$ cat config.mk
export PLATFORM = sky130hd
export DESIGN_NAME = civil_date_day_count_converter_unit
export DESIGN_NICKNAME = d
export VERILOG_FILES = /design/src/hdl/cddc_pkg.sv /design/src/hdl/cddc_to_days.sv /design/src/hdl/cddc_to_date.sv /design/src/hdl/civil_date_day_count_converter_unit.sv
export SDC_FILE = /design/constraint.sdc
export NUM_CORES = 2
export LEC_CHECK = 0
export BUFFER_PORTS_ARGS = -buffer_cell sky130_fd_sc_hd__buf_2
export CAP_MARGIN = 20
export CORE_UTILIZATION = 55
export DETAILED_ROUTE_END_ITERATION = 10
export GPL_ROUTABILITY_DRIVEN = 0
export PLACE_DENSITY_LB_ADDON = 0.15
export SLEW_MARGIN = 30
export SYNTH_ARGS = -nofsm -noshare
export SYNTH_HDL_FRONTEND = slang
export SYNTH_SLANG_ARGS = --single-unit
$ cat constraint.sdc
create_clock -name i_clk -period 22.4 [get_ports i_clk]
set_input_delay 1.12 -clock i_clk [delete_from_list [all_inputs] [get_ports i_clk]]
set_output_delay 1.12 -clock i_clk [all_outputs]
set_load 0.02 [all_outputs]
$ cat src/hdl/cddc_pkg.sv
// Shared constants, types and calendar helper functions for the civil date converter.
package cddc_pkg;

    localparam int YEAR_BITS_DEF = 16;
    localparam int DAYCOUNT_BITS = 25;
    localparam int PIPE_DEPTH    = 8;
    localparam int ERA_DAYS      = 146097;
    localparam int EPOCH_SHIFT   = 719468;

    typedef logic [PIPE_DEPTH-1:0] t_pipe_en;

    // first day of a March-based month, counted from March 1
    function automatic logic [8:0] mar_month_start(input logic [3:0] mp);
        logic [8:0] start;
        unique case (mp)
            4'd0:  start = 9'd0;
            4'd1:  start = 9'd31;
            4'd2:  start = 9'd61;
            4'd3:  start = 9'd92;
            4'd4:  start = 9'd122;
            4'd5:  start = 9'd153;
            4'd6:  start = 9'd184;
            4'd7:  start = 9'd214;
            4'd8:  start = 9'd245;
            4'd9:  start = 9'd275;
            4'd10: start = 9'd306;
            4'd11: start = 9'd337;
            4'd12: start = 9'd367;
            4'd13: start = 9'd398;
            4'd14: start = 9'd428;
            4'd15: start = 9'd459;
        endcase
        return start;
    endfunction

    function automatic logic [4:0] month_len(input logic [3:0] month, input logic leap);
        logic [4:0] len;
        unique case (month)
            4'd1, 4'd3, 4'd5, 4'd7, 4'd8, 4'd10, 4'd12: len = 5'd31;
            4'd4, 4'd6, 4'd9, 4'd11:                    len = 5'd30;
            4'd2:                                       len = leap ? 5'd29 : 5'd28;
            default:                                    len = 5'd0;
        endcase
        return len;
    endfunction

    // leap flag from the year modulo 400 (a value of 400 acts as 0)
    function automatic logic leap_of(input logic [8:0] ymod);
        return (ymod[1:0] == 2'b00) && (ymod != 9'd100) && (ymod != 9'd200)
            && (ymod != 9'd300);
    endfunction

    function automatic logic [1:0] div100(input logic [8:0] v);
        logic [1:0] q;
        priority if (v >= 9'd300) begin
            q = 2'd3;
        end else if (v >= 9'd200) begin
            q = 2'd2;
        end else if (v >= 9'd100) begin
            q = 2'd1;
        end else begin
            q = 2'd0;
        end
        return q;
    endfunction

endpackage

$ cat src/hdl/cddc_to_days.sv
// Pipelined date to day count conversion with leap, month length and validity flags.
module cddc_to_days #(
    parameter int YEAR_BITS = cddc_pkg::YEAR_BITS_DEF
) (
    input  logic                                    i_clk,
    input  cddc_pkg::t_pipe_en                      i_en,
    input  logic signed [YEAR_BITS-1:0]             i_year,
    input  logic [3:0]                              i_month,
    input  logic [4:0]                              i_day,
    output logic [cddc_pkg::DAYCOUNT_BITS-1:0]      o_day_count,
    output logic                                    o_leap,
    output logic [4:0]                              o_month_length,
    output logic                                    o_date_valid
);

    localparam int DCB = cddc_pkg::DAYCOUNT_BITS;
    localparam int DLY = cddc_pkg::PIPE_DEPTH - 4;
    localparam longint unsigned BIAS    = 64'd25 << (YEAR_BITS - 5);
    localparam longint unsigned ERA_OFS = 64'd1 << (YEAR_BITS - 5);
    localparam longint unsigned RECIP   = (64'd1 << YEAR_BITS) / 64'd25;

    typedef struct packed {
        logic [DCB-1:0] days;
        logic           leap;
        logic [4:0]     mlen;
        logic           valid;
    } t_days_res;

    // stage 1: March-based month, day of year, biased year / 16
    logic                        adj1;
    logic signed [YEAR_BITS:0]   y1;
    logic signed [YEAR_BITS:0]   sh1;
    logic signed [YEAR_BITS:0]   vb1;
    logic [3:0]                  mp1;
    logic [YEAR_BITS-1:0]        n_v1;
    logic signed [9:0]           n_doy1;
    logic [YEAR_BITS-1:0]        r_v1;
    logic [3:0]                  r_ylo1;
    logic signed [9:0]           r_doy1;
    logic                        r_adj1;
    logic [3:0]                  r_month1;
    logic [4:0]                  r_day1;

    always_comb begin
        adj1   = (i_month <= 4'd2);
        y1     = (YEAR_BITS+1)'(i_year) - (YEAR_BITS+1)'(adj1);
        sh1    = y1 >>> 4;
        vb1    = sh1 + $signed((YEAR_BITS+1)'(BIAS));
        n_v1   = vb1[YEAR_BITS-1:0];
        mp1    = (i_month > 4'd2) ? i_month - 4'd3 : i_month + 4'd9;
        n_doy1 = $signed({1'b0, cddc_pkg::mar_month_start(mp1)})
               + $signed({5'd0, i_day}) - 10'sd1;
    end

    always_ff @(posedge i_clk) begin
        if (i_en[0]) begin
            r_v1     <= n_v1;
            r_ylo1   <= y1[3:0];
            r_doy1   <= n_doy1;
            r_adj1   <= adj1;
            r_month1 <= i_month;
            r_day1   <= i_day;
        end
    end

    // stage 2: reciprocal estimate of (y / 16) / 25
    logic [2*YEAR_BITS-1:0] prod2;
    logic [YEAR_BITS-1:0]   r_q2;
    logic [YEAR_BITS-1:0]   r_v2;
    logic [3:0]             r_ylo2;
    logic signed [9:0]      r_doy2;
    logic                   r_adj2;
    logic [3:0]             r_month2;
    logic [4:0]             r_day2;

    assign prod2 = (2*YEAR_BITS)'(r_v1) * (2*YEAR_BITS)'(RECIP);

    always_ff @(posedge i_clk) begin
        if (i_en[1]) begin
            r_q2     <= prod2[2*YEAR_BITS-1:YEAR_BITS];
            r_v2     <= r_v1;
            r_ylo2   <= r_ylo1;
            r_doy2   <= r_doy1;
            r_adj2   <= r_adj1;
            r_month2 <= r_month1;
            r_day2   <= r_day1;
        end
    end

    // stage 3: quotient correction, era and year of era
    logic [YEAR_BITS-1:0]      rem3;
    logic                      fix3;
    logic [YEAR_BITS-1:0]      q3;
    logic [4:0]                rr3;
    logic signed [YEAR_BITS:0] era3;
    logic [DCB-1:0]            r_era3;
    logic [8:0]                r_yoe3;
    logic signed [9:0]         r_doy3;
    logic                      r_adj3;
    logic [3:0]                r_month3;
    logic [4:0]                r_day3;

    always_comb begin
        rem3 = r_v2 - YEAR_BITS'(r_q2 * YEAR_BITS'(25));
        fix3 = (rem3 >= YEAR_BITS'(25));
        q3   = r_q2 + YEAR_BITS'(fix3);
        rr3  = fix3 ? 5'(rem3 - YEAR_BITS'(25)) : rem3[4:0];
        era3 = $signed({1'b0, q3}) - $signed((YEAR_BITS+1)'(ERA_OFS));
    end

    always_ff @(posedge i_clk) begin
        if (i_en[2]) begin
            r_era3   <= DCB'(era3);
            r_yoe3   <= {rr3, r_ylo2};
            r_doy3   <= r_doy2;
            r_adj3   <= r_adj2;
            r_month3 <= r_month2;
            r_day3   <= r_day2;
        end
    end

    // stage 4: day of era, leap flag, month length, validity
    logic [18:0]    doe4;
    logic           leap4;
    logic [4:0]     mlen4;
    logic           valid4;
    logic [DCB-1:0] r_era4;
    logic [18:0]    r_doe4;
    logic           r_leap4;
    logic [4:0]     r_mlen4;
    logic           r_valid4;

    always_comb begin
        doe4   = 19'(r_yoe3) * 19'd365 + 19'(r_yoe3[8:2])
               - 19'(cddc_pkg::div100(r_yoe3)) + 19'(r_doy3);
        leap4  = cddc_pkg::leap_of(r_yoe3 + 9'(r_adj3));
        mlen4  = cddc_pkg::month_len(r_month3, leap4);
        valid4 = (mlen4 != 5'd0) && (r_day3 != 5'd0) && (r_day3 <= mlen4);
    end

    always_ff @(posedge i_clk) begin
        if (i_en[3]) begin
            r_era4   <= r_era3;
            r_doe4   <= doe4;
            r_leap4  <= leap4;
            r_mlen4  <= mlen4;
            r_valid4 <= valid4;
        end
    end

    // stage 5: day count modulo the field width, then delay to the common depth
    t_days_res n_res5;
    t_days_res r_res [DLY];

    always_comb begin
        n_res5.days  = r_era4 * DCB'(cddc_pkg::ERA_DAYS) + DCB'($signed(r_doe4))
                     - DCB'(cddc_pkg::EPOCH_SHIFT);
        n_res5.leap  = r_leap4;
        n_res5.mlen  = r_mlen4;
        n_res5.valid = r_valid4;
    end

    always_ff @(posedge i_clk) begin
        if (i_en[4]) begin
            r_res[0] <= n_res5;
        end
        for (int k = 1; k < DLY; k++) begin
            if (i_en[k+4]) begin
                r_res[k] <= r_res[k-1];
            end
        end
    end

    assign o_day_count    = r_res[DLY-1].days;
    assign o_leap         = r_res[DLY-1].leap;
    assign o_month_length = r_res[DLY-1].mlen;
    assign o_date_valid   = r_res[DLY-1].valid;

endmodule

$ cat src/hdl/cddc_to_date.sv
// Pipelined day count to date conversion with leap, month length and year saturation.
module cddc_to_date #(
    parameter int YEAR_BITS = cddc_pkg::YEAR_BITS_DEF
) (
    input  logic                                      i_clk,
    input  cddc_pkg::t_pipe_en                        i_en,
    input  logic signed [cddc_pkg::DAYCOUNT_BITS-1:0] i_day_count,
    output logic signed [YEAR_BITS-1:0]               o_year,
    output logic [3:0]                                o_month,
    output logic [4:0]                                o_day,
    output logic                                      o_leap,
    output logic [4:0]                                o_month_length,
    output logic                                      o_out_of_range
);

    localparam int ZB_BITS     = 26;
    localparam int ERA_BIAS    = 115;
    localparam int ZB_OFS      = cddc_pkg::EPOCH_SHIFT + ERA_BIAS * cddc_pkg::ERA_DAYS;
    localparam int ERA_RECIP   = (1 << ZB_BITS) / cddc_pkg::ERA_DAYS;
    localparam int RECIP_1460  = ((1 << 28) + 1459) / 1460;
    localparam int RECIP_365   = ((1 << 26) + 364) / 365;
    localparam int RECIP_153   = ((1 << 20) + 152) / 153;
    localparam int CENT_DAYS   = 36524;
    localparam longint YMAX    = (64'sd1 <<< (YEAR_BITS - 1)) - 64'sd1;
    localparam longint YMIN    = -YMAX - 64'sd1;

    // stage 1: biased day count from March 1 of year 0
    logic [ZB_BITS-1:0] r_zb1;

    always_ff @(posedge i_clk) begin
        if (i_en[0]) begin
            r_zb1 <= ZB_BITS'(i_day_count) + ZB_BITS'(ZB_OFS);
        end
    end

    // stage 2: era estimate
    logic [ZB_BITS+8:0] prod2;
    logic [7:0]         r_q2;
    logic [ZB_BITS-1:0] r_zb2;

    assign prod2 = (ZB_BITS+9)'(r_zb1) * (ZB_BITS+9)'(ERA_RECIP);

    always_ff @(posedge i_clk) begin
        if (i_en[1]) begin
            r_q2  <= prod2[ZB_BITS+7:ZB_BITS];
            r_zb2 <= r_zb1;
        end
    end

    // stage 3: era correction, day of era
    logic [ZB_BITS-1:0] rem3;
    logic               fix3;
    logic [8:0]         q3;
    logic signed [8:0]  r_era3;
    logic [17:0]        r_doe3;

    always_comb begin
        rem3 = r_zb2 - ZB_BITS'(r_q2) * ZB_BITS'(cddc_pkg::ERA_DAYS);
        fix3 = (rem3 >= ZB_BITS'(cddc_pkg::ERA_DAYS));
        q3   = 9'(r_q2) + 9'(fix3);
    end

    always_ff @(posedge i_clk) begin
        if (i_en[2]) begin
            r_era3 <= $signed(q3) - 9'sd115;
            r_doe3 <= fix3 ? 18'(rem3 - ZB_BITS'(cddc_pkg::ERA_DAYS)) : rem3[17:0];
        end
    end

    // stage 4: leap-day corrections of the day of era
    logic [35:0]       prod4;
    logic [2:0]        cent4;
    logic [6:0]        r_q4;
    logic [2:0]        r_cent4;
    logic              r_last4;
    logic [17:0]       r_doe4;
    logic signed [8:0] r_era4;

    always_comb begin
        prod4 = 36'(r_doe3) * 36'(RECIP_1460);
        cent4 = 3'(r_doe3 >= 18'(CENT_DAYS)) + 3'(r_doe3 >= 18'(2 * CENT_DAYS))
              + 3'(r_doe3 >= 18'(3 * CENT_DAYS)) + 3'(r_doe3 >= 18'(4 * CENT_DAYS));
    end

    always_ff @(posedge i_clk) begin
        if (i_en[3]) begin
            r_q4    <= prod4[34:28];
            r_cent4 <= cent4;
            r_last4 <= (r_doe3 == 18'(cddc_pkg::ERA_DAYS - 1));
            r_doe4  <= r_doe3;
            r_era4  <= r_era3;
        end
    end

    // stage 5: day of era on a 365-day grid
    logic [17:0]       r_x5;
    logic [17:0]       r_doe5;
    logic signed [8:0] r_era5;

    always_ff @(posedge i_clk) begin
        if (i_en[4]) begin
            r_x5   <= r_doe4 - 18'(r_q4) + 18'(r_cent4) - 18'(r_last4);
            r_doe5 <= r_doe4;
            r_era5 <= r_era4;
        end
    end

    // stage 6: year of era
    logic [35:0]       prod6;
    logic [8:0]        r_yoe6;
    logic [17:0]       r_doe6;
    logic signed [8:0] r_era6;

    assign prod6 = 36'(r_x5) * 36'(RECIP_365);

    always_ff @(posedge i_clk) begin
        if (i_en[5]) begin
            r_yoe6 <= prod6[34:26];
            r_doe6 <= r_doe5;
            r_era6 <= r_era5;
        end
    end

    // stage 7: day of March-based year
    logic [17:0]       ystart7;
    logic [8:0]        r_doy7;
    logic [8:0]        r_yoe7;
    logic signed [8:0] r_era7;

    assign ystart7 = 18'(r_yoe6) * 18'd365 + 18'(r_yoe6[8:2])
                   - 18'(cddc_pkg::div100(r_yoe6));

    always_ff @(posedge i_clk) begin
        if (i_en[6]) begin
            r_doy7 <= 9'(r_doe6 - ystart7);
            r_yoe7 <= r_yoe6;
            r_era7 <= r_era6;
        end
    end

    // stage 8: March-based month
    logic [10:0]       num8;
    logic [23:0]       prod8;
    logic [3:0]        r_mp8;
    logic [8:0]        r_doy8;
    logic [8:0]        r_yoe8;
    logic signed [8:0] r_era8;

    always_comb begin
        num8  = 11'(r_doy7) * 11'd5 + 11'd2;
        prod8 = 24'(num8) * 24'(RECIP_153);
    end

    always_ff @(posedge i_clk) begin
        if (i_en[7]) begin
            r_mp8  <= prod8[23:20];
            r_doy8 <= r_doy7;
            r_yoe8 <= r_yoe7;
            r_era8 <= r_era7;
        end
    end

    // final: civil month, day, year and flags
    logic               adj9;
    logic [3:0]         month9;
    logic signed [17:0] year9;
    logic signed [63:0] y64;
    logic               hi9;
    logic               lo9;
    logic signed [63:0] ysat9;

    always_comb begin
        month9 = (r_mp8 < 4'd10) ? r_mp8 + 4'd3 : r_mp8 - 4'd9;
        adj9   = (month9 <= 4'd2);
        year9  = 18'(r_era8) * 18'sd400 + $signed({9'd0, r_yoe8}) + $signed({17'd0, adj9});
        y64    = 64'(year9);
        hi9    = (y64 > YMAX);
        lo9    = (y64 < YMIN);
        ysat9  = hi9 ? YMAX : (lo9 ? YMIN : y64);
    end

    assign o_year         = YEAR_BITS'(ysat9);
    assign o_month        = month9;
    assign o_day          = 5'(r_doy8 - cddc_pkg::mar_month_start(r_mp8) + 9'd1);
    assign o_leap         = cddc_pkg::leap_of(r_yoe8 + 9'(adj9));
    assign o_month_length = cddc_pkg::month_len(month9, o_leap);
    assign o_out_of_range = hi9 || lo9;

endmodule

$ cat src/hdl/civil_date_day_count_converter_unit.sv
// Top level of the civil date / day count converter: request pipeline and output register.
// Requests pass eight stages of constant-reciprocal multiplies, then the output register.
// Throughput: one request per cycle while the output is not stalled.
// A stall holds only full stages; empty stages ahead of it keep taking requests.
// Reset (synchronous, active low) clears the stage and output valid bits only.
module civil_date_day_count_converter_unit #(
    parameter int YEAR_BITS = cddc_pkg::YEAR_BITS_DEF
) (
    input  logic                                      i_clk,
    input  logic                                      i_rst_n,
    input  logic                                      i_in_valid,
    output logic                                      o_in_stall,
    input  logic                                      i_func,
    input  logic signed [YEAR_BITS-1:0]               i_year_in,
    input  logic [3:0]                                i_month_in,
    input  logic [4:0]                                i_day_in,
    input  logic signed [cddc_pkg::DAYCOUNT_BITS-1:0] i_day_count_in,
    output logic                                      o_out_valid,
    input  logic                                      i_out_stall,
    output logic signed [cddc_pkg::DAYCOUNT_BITS-1:0] o_day_count_out,
    output logic signed [YEAR_BITS-1:0]               o_year_out,
    output logic [3:0]                                o_month_out,
    output logic [4:0]                                o_day_out,
    output logic                                      o_leap_year,
    output logic [4:0]                                o_month_length,
    output logic                                      o_date_valid,
    output logic                                      o_out_of_range
);

    localparam int   DEPTH        = cddc_pkg::PIPE_DEPTH;
    localparam int   DCB          = cddc_pkg::DAYCOUNT_BITS;
    localparam logic FUNC_TO_DATE = 1'b1;

    cddc_pkg::t_pipe_en en;
    logic               en_out;
    logic [DEPTH-1:0]   r_vld;
    logic [DEPTH-1:0]   r_func;
    logic               r_out_vld;

    always_comb begin
        en_out       = !r_out_vld || !i_out_stall;
        en[DEPTH-1]  = !r_vld[DEPTH-1] || en_out;
        for (int k = DEPTH - 2; k >= 0; k--) begin
            en[k] = !r_vld[k] || en[k+1];
        end
    end

    assign o_in_stall  = !en[0];
    assign o_out_valid = r_out_vld;

    always_ff @(posedge i_clk) begin
        if (!i_rst_n) begin
            r_vld     <= '0;
            r_out_vld <= 1'b0;
        end else begin
            if (en[0]) begin
                r_vld[0] <= i_in_valid;
            end
            for (int k = 1; k < DEPTH; k++) begin
                if (en[k]) begin
                    r_vld[k] <= r_vld[k-1];
                end
            end
            if (en_out) begin
                r_out_vld <= r_vld[DEPTH-1];
            end
        end
    end

    always_ff @(posedge i_clk) begin
        if (en[0]) begin
            r_func[0] <= i_func;
        end
        for (int k = 1; k < DEPTH; k++) begin
            if (en[k]) begin
                r_func[k] <= r_func[k-1];
            end
        end
    end

    logic [DCB-1:0]             td_day_count;
    logic                       td_leap;
    logic [4:0]                 td_mlen;
    logic                       td_valid;
    logic signed [YEAR_BITS-1:0] tc_year;
    logic [3:0]                 tc_month;
    logic [4:0]                 tc_day;
    logic                       tc_leap;
    logic [4:0]                 tc_mlen;
    logic                       tc_oor;

    cddc_to_days #(
        .YEAR_BITS(YEAR_BITS)
    ) u_to_days (
        .i_clk          (i_clk),
        .i_en           (en),
        .i_year         (i_year_in),
        .i_month        (i_month_in),
        .i_day          (i_day_in),
        .o_day_count    (td_day_count),
        .o_leap         (td_leap),
        .o_month_length (td_mlen),
        .o_date_valid   (td_valid)
    );

    cddc_to_date #(
        .YEAR_BITS(YEAR_BITS)
    ) u_to_date (
        .i_clk          (i_clk),
        .i_en           (en),
        .i_day_count    (i_day_count_in),
        .o_year         (tc_year),
        .o_month        (tc_month),
        .o_day          (tc_day),
        .o_leap         (tc_leap),
        .o_month_length (tc_mlen),
        .o_out_of_range (tc_oor)
    );

    logic [DCB-1:0]              r_dc_out;
    logic signed [YEAR_BITS-1:0] r_year_out;
    logic [3:0]                  r_month_out;
    logic [4:0]                  r_day_out;
    logic                        r_leap_out;
    logic [4:0]                  r_mlen_out;
    logic                        r_valid_out;
    logic                        r_oor_out;

    always_ff @(posedge i_clk) begin
        if (en_out) begin
            if (r_func[DEPTH-1] == FUNC_TO_DATE) begin
                r_dc_out    <= '0;
                r_year_out  <= tc_year;
                r_month_out <= tc_month;
                r_day_out   <= tc_day;
                r_leap_out  <= tc_leap;
                r_mlen_out  <= tc_mlen;
                r_valid_out <= 1'b1;
                r_oor_out   <= tc_oor;
            end else begin
                r_dc_out    <= td_day_count;
                r_year_out  <= '0;
                r_month_out <= 4'd0;
                r_day_out   <= 5'd0;
                r_leap_out  <= td_leap;
                r_mlen_out  <= td_mlen;
                r_valid_out <= td_valid;
                r_oor_out   <= 1'b0;
            end
        end
    end

    assign o_day_count_out = $signed(r_dc_out);
    assign o_year_out      = r_year_out;
    assign o_month_out     = r_month_out;
    assign o_day_out       = r_day_out;
    assign o_leap_year     = r_leap_out;
    assign o_month_length  = r_mlen_out;
    assign o_date_valid    = r_valid_out;
    assign o_out_of_range  = r_oor_out;

    a_stall_only_when_full: assert property (@(posedge i_clk) disable iff (!i_rst_n)
        o_in_stall |-> ((&r_vld) && r_out_vld && i_out_stall))
        else $error("input stalled while the pipeline has room");

    a_oor_only_to_date: assert property (@(posedge i_clk) disable iff (!i_rst_n)
        (r_out_vld && r_oor_out) |-> ((r_dc_out == '0) && r_valid_out))
        else $error("out-of-range flag on a date to day count result");

    a_calendar_day: assert property (@(posedge i_clk) disable iff (!i_rst_n)
        (r_out_vld && (r_month_out != 4'd0)) |->
        ((r_month_out <= 4'd12) && (r_day_out != 5'd0) && (r_day_out <= r_mlen_out)))
        else $error("converted date outside its month");

    a_february_length: assert property (@(posedge i_clk) disable iff (!i_rst_n)
        (r_out_vld && (r_month_out == 4'd2)) |->
        (r_mlen_out == (r_leap_out ? 5'd29 : 5'd28)))
        else $error("February length disagrees with leap flag");

endmodule

==> impl_metrics.json <==
{
  "status": "completed",
  "final_cell_mix": "inv_1 (1132), ha_1 (1103), fa_1 (653), edfxtp_1 (597), xnor2_1 (192)",
  "synth-main-ff-cell": "edfxtp_1",
  "synth_cell_type_count": 95,
  "final_nets": 7014,
  "crit_fanout": 7,
  "via_per_inst": 5.16,
  "skew_ps": 25.9,
  "synthArstFlopShare_pct": 0,
  "worstSetupPathType": "reg2reg",
  "max-cap-violations": 0,
  "synth-seq-cells": 611,
  "initial_core_util_pct": 55.8,
  "multiInputGateArea_mm2": 0.0365,
  "cp_slowest_stage_delay_ps": 540,
  "finalSetupTns_ps": 0,
  "clk_latency_ps": 640,
  "cp_common_cell": "a21oi_1",
  "holdPathStages": 0,
  "synth-edff-count": 597,
  "rsz0062_at_grt": "false",
  "place_ws_ps": 14180,
  "die_y_um": 330,
  "place_area_mm2": 0.0614,
  "seq_area_mm2": 0.0182,
  "ant_nets": 0,
  "fill_cells": 8560,
  "fin_area_mm2": 0.0639,
  "hold_viol": 0,
  "die-area_mm2": 0.109,
  "dr.pass1.iters": 5,
  "grt.overflow.total": 0,
  "cts_resized": 0,
  "hold_path.class": "reg2reg",
  "clockBufferDepth": 3,
  "place_inst": 6520,
  "post-route-period-util_pct": 36.8,
  "postCtsHoldBufs": 0,
  "die_w_um": 330,
  "synth_seq_area_share_pct": 30.8,
  "relSlewSlack_pct": 36.2,
  "worstPathRequired_ps": 22910,
  "grt_usage_pct": 20.7,
  "clockRootBuffer": "clkbuf_16",
  "drtIter0Drc": 1415,
  "totalWireLength_um": 107000,
  "dp_hpwl_um": 87800,
  "max_slew.worst_pin.slew_ps": 934,
  "cp-end-kind": "flip-flop",
  "critPathLaunchType": "flip-flop",
  "syn_area_mm2": 0.0591,
  "syn_avg_cell_area_um2": 11.7,
  "drc": 0,
  "ios": 115,
  "fin_cells": 6654,
  "netlist_instances": 5032,
  "cts_buffers": 72,
  "r2r_cells": 35,
  "antenna_cells": 0,
  "antenna_found_initial": 7,
  "numClockSinks": 611,
  "tritoncts": "yes",
  "final-setup-viol-count": 0,
  "row_count": 119,
  "layout_setup_ws_ps": 14160,
  "portBuffers": 114,
  "yosys_warnings": 0,
  "cts_setup_buffers": 0,
  "vias": 34300,
  "syn-num-nets": 6843,
  "grt_max_degree": 87,
  "area_delta_synth_final_pct": 8.06,
  "grt_pass1_vias": 36200,
  "drv_slew": 0,
  "min_period_ps": 8240,
  "ctsHtreeMaxLevel": 3,
  "grt_pass1_wl_um": 180000,
  "fmax_mhz": 121,
  "cp.arrival_ps": 8750,
  "cts.clk_slew.worst_paths_ps": 60,
  "core-area_mm2": 0.106,
  "layout_commonest_cell": "inv_1",
  "drive_gt1_share_pct": 5.53,
  "crit_slowest_cell": "fa_1",
  "avgRoutedWirePerCell_um": 16.0
}
[registers in the layout, indices dropped and copies added (netlist names), 15 cells and up, named ones only]
| name | cells |
|---|---|
| u_to_date.r_zb1 | 26 |
| o_year_out | 16 |
| u_to_days.r_res | 120 |
| u_to_date.r_doe4 | 18 |
| u_to_days.r_v2 | 15 |
| u_to_date.r_x5 | 18 |
| u_to_date.r_zb2 | 26 |
| u_to_days.r_v1 | 15 |
| o_day_count_out | 25 |
| u_to_date.r_doe3 | 18 |
| u_to_days.r_doe4 | 19 |
[area by class of cell]
| class | instances | share of cell area, % |
|---|---|---|
| clock buffers | 88 | 3.00 |
| well taps | 1391 | 2.73 |
| multi-input cells | 3256 | 57.2 |
| repair buffers | 126 | 1.05 |
| inverters | 1136 | 6.68 |
| clock inverters | 46 | 0.850 |
| flip-flops and latches | 611 | 28.5 |
[synthesized netlist by cell type, types with 6 or more instances]
master	count	share of area, %
o21a_1	36	0.46
or3_1	17	0.18
a31oi_1	21	0.22
nand4_1	19	0.20
o2111ai_1	8	0.12
or2_2	8	0.085
dfxtp_1	14	0.47
nor4_1	18	0.19
nor3b_1	10	0.13
fa_1	653	22
o41ai_1	8	0.12
a21boi_0	14	0.18
nor3_1	55	0.47
buf_2	10	0.085
and3_1	28	0.30
a2111oi_0	6	0.089
nand2b_1	27	0.29
and2_1	19	0.20
a211o_1	7	0.10
o22ai_1	9	0.095
a311oi_1	6	0.089
mux2_2	8	0.15
nand3_1	46	0.39
xnor2_1	192	2.8
clkbuf_1	15	0.095
a21o_1	57	0.72
o31ai_1	11	0.14
edfxtp_1	597	30
ha_1	1103	23
o21bai_1	26	0.33
mux2i_1	9	0.15
nor2b_1	56	0.59
o211ai_1	14	0.18
nand2_1	143	0.91
nor2_1	149	0.95
a21oi_1	149	1.3
a211oi_1	23	0.29
o21ai_0	115	0.97
inv_1	1135	7.2
nand3b_1	10	0.13
xor2_1	84	1.2
[final timing paths]
path / slack (ps) / end / startpoint
min reg2reg: 410 / u_to_date.r_era8[3] / u_to_date.r_era7[3]
min: 410 / u_to_date.r_era8[3] / u_to_date.r_era7[3]
max reg2reg: 14160 / flip-flop / u_to_date.r_doy7[1]
max: 14160 / flip-flop / u_to_date.r_doy7[1]
[metrics by stage]
stage | util [%] | hold WS, ps
after floorplan | - | 400
after global placement | 58.0 | 400
after detailed placement | 58.0 | 405
after CTS | 60.3 | 395
after global routing | 60.3 | 413
final | 60.3 | 407
[routing by layer]
metal  part of all wire (%)  global-route usage (%)  vias to the layer above  wire (um)
met5                      0                       0                        -          0
met4                    2.1                    4.74                        0       2230
met3                    3.1                    2.79                      131       3330
met2                     48                    35.4                      429      51500
met1                     47                    28.1                    16700      49600
li1                       -                       -                    17100          -
[kinds of logic after synthesis]
| group | share of synthesized area (%) |
|---|---|
| flops | 30.8 |
| xor+xnor | 4.12 |
| mux | 0.305 |
| fa+ha+maj | 45.5 |
| compound gates | 6.39 |
| buf+inv | 7.45 |
| simple gates | 5.45 |
[worst max-delay path, delay by kind of cell, from the launching register on]
kind	cells	cell delay (ps)
adders and majority gates	8	2890
AOI/OAI and AO/OA	13	2260
and+or+nand+nor	6	1330
buffers and inverters	5	510
DFF	1	490
xor gates and xnor gates	2	330
muxes	1	310
Power is left out: the tool's default activity adds up to more than one toggle a clock period on the data nets, which glitch-free logic cannot reach.
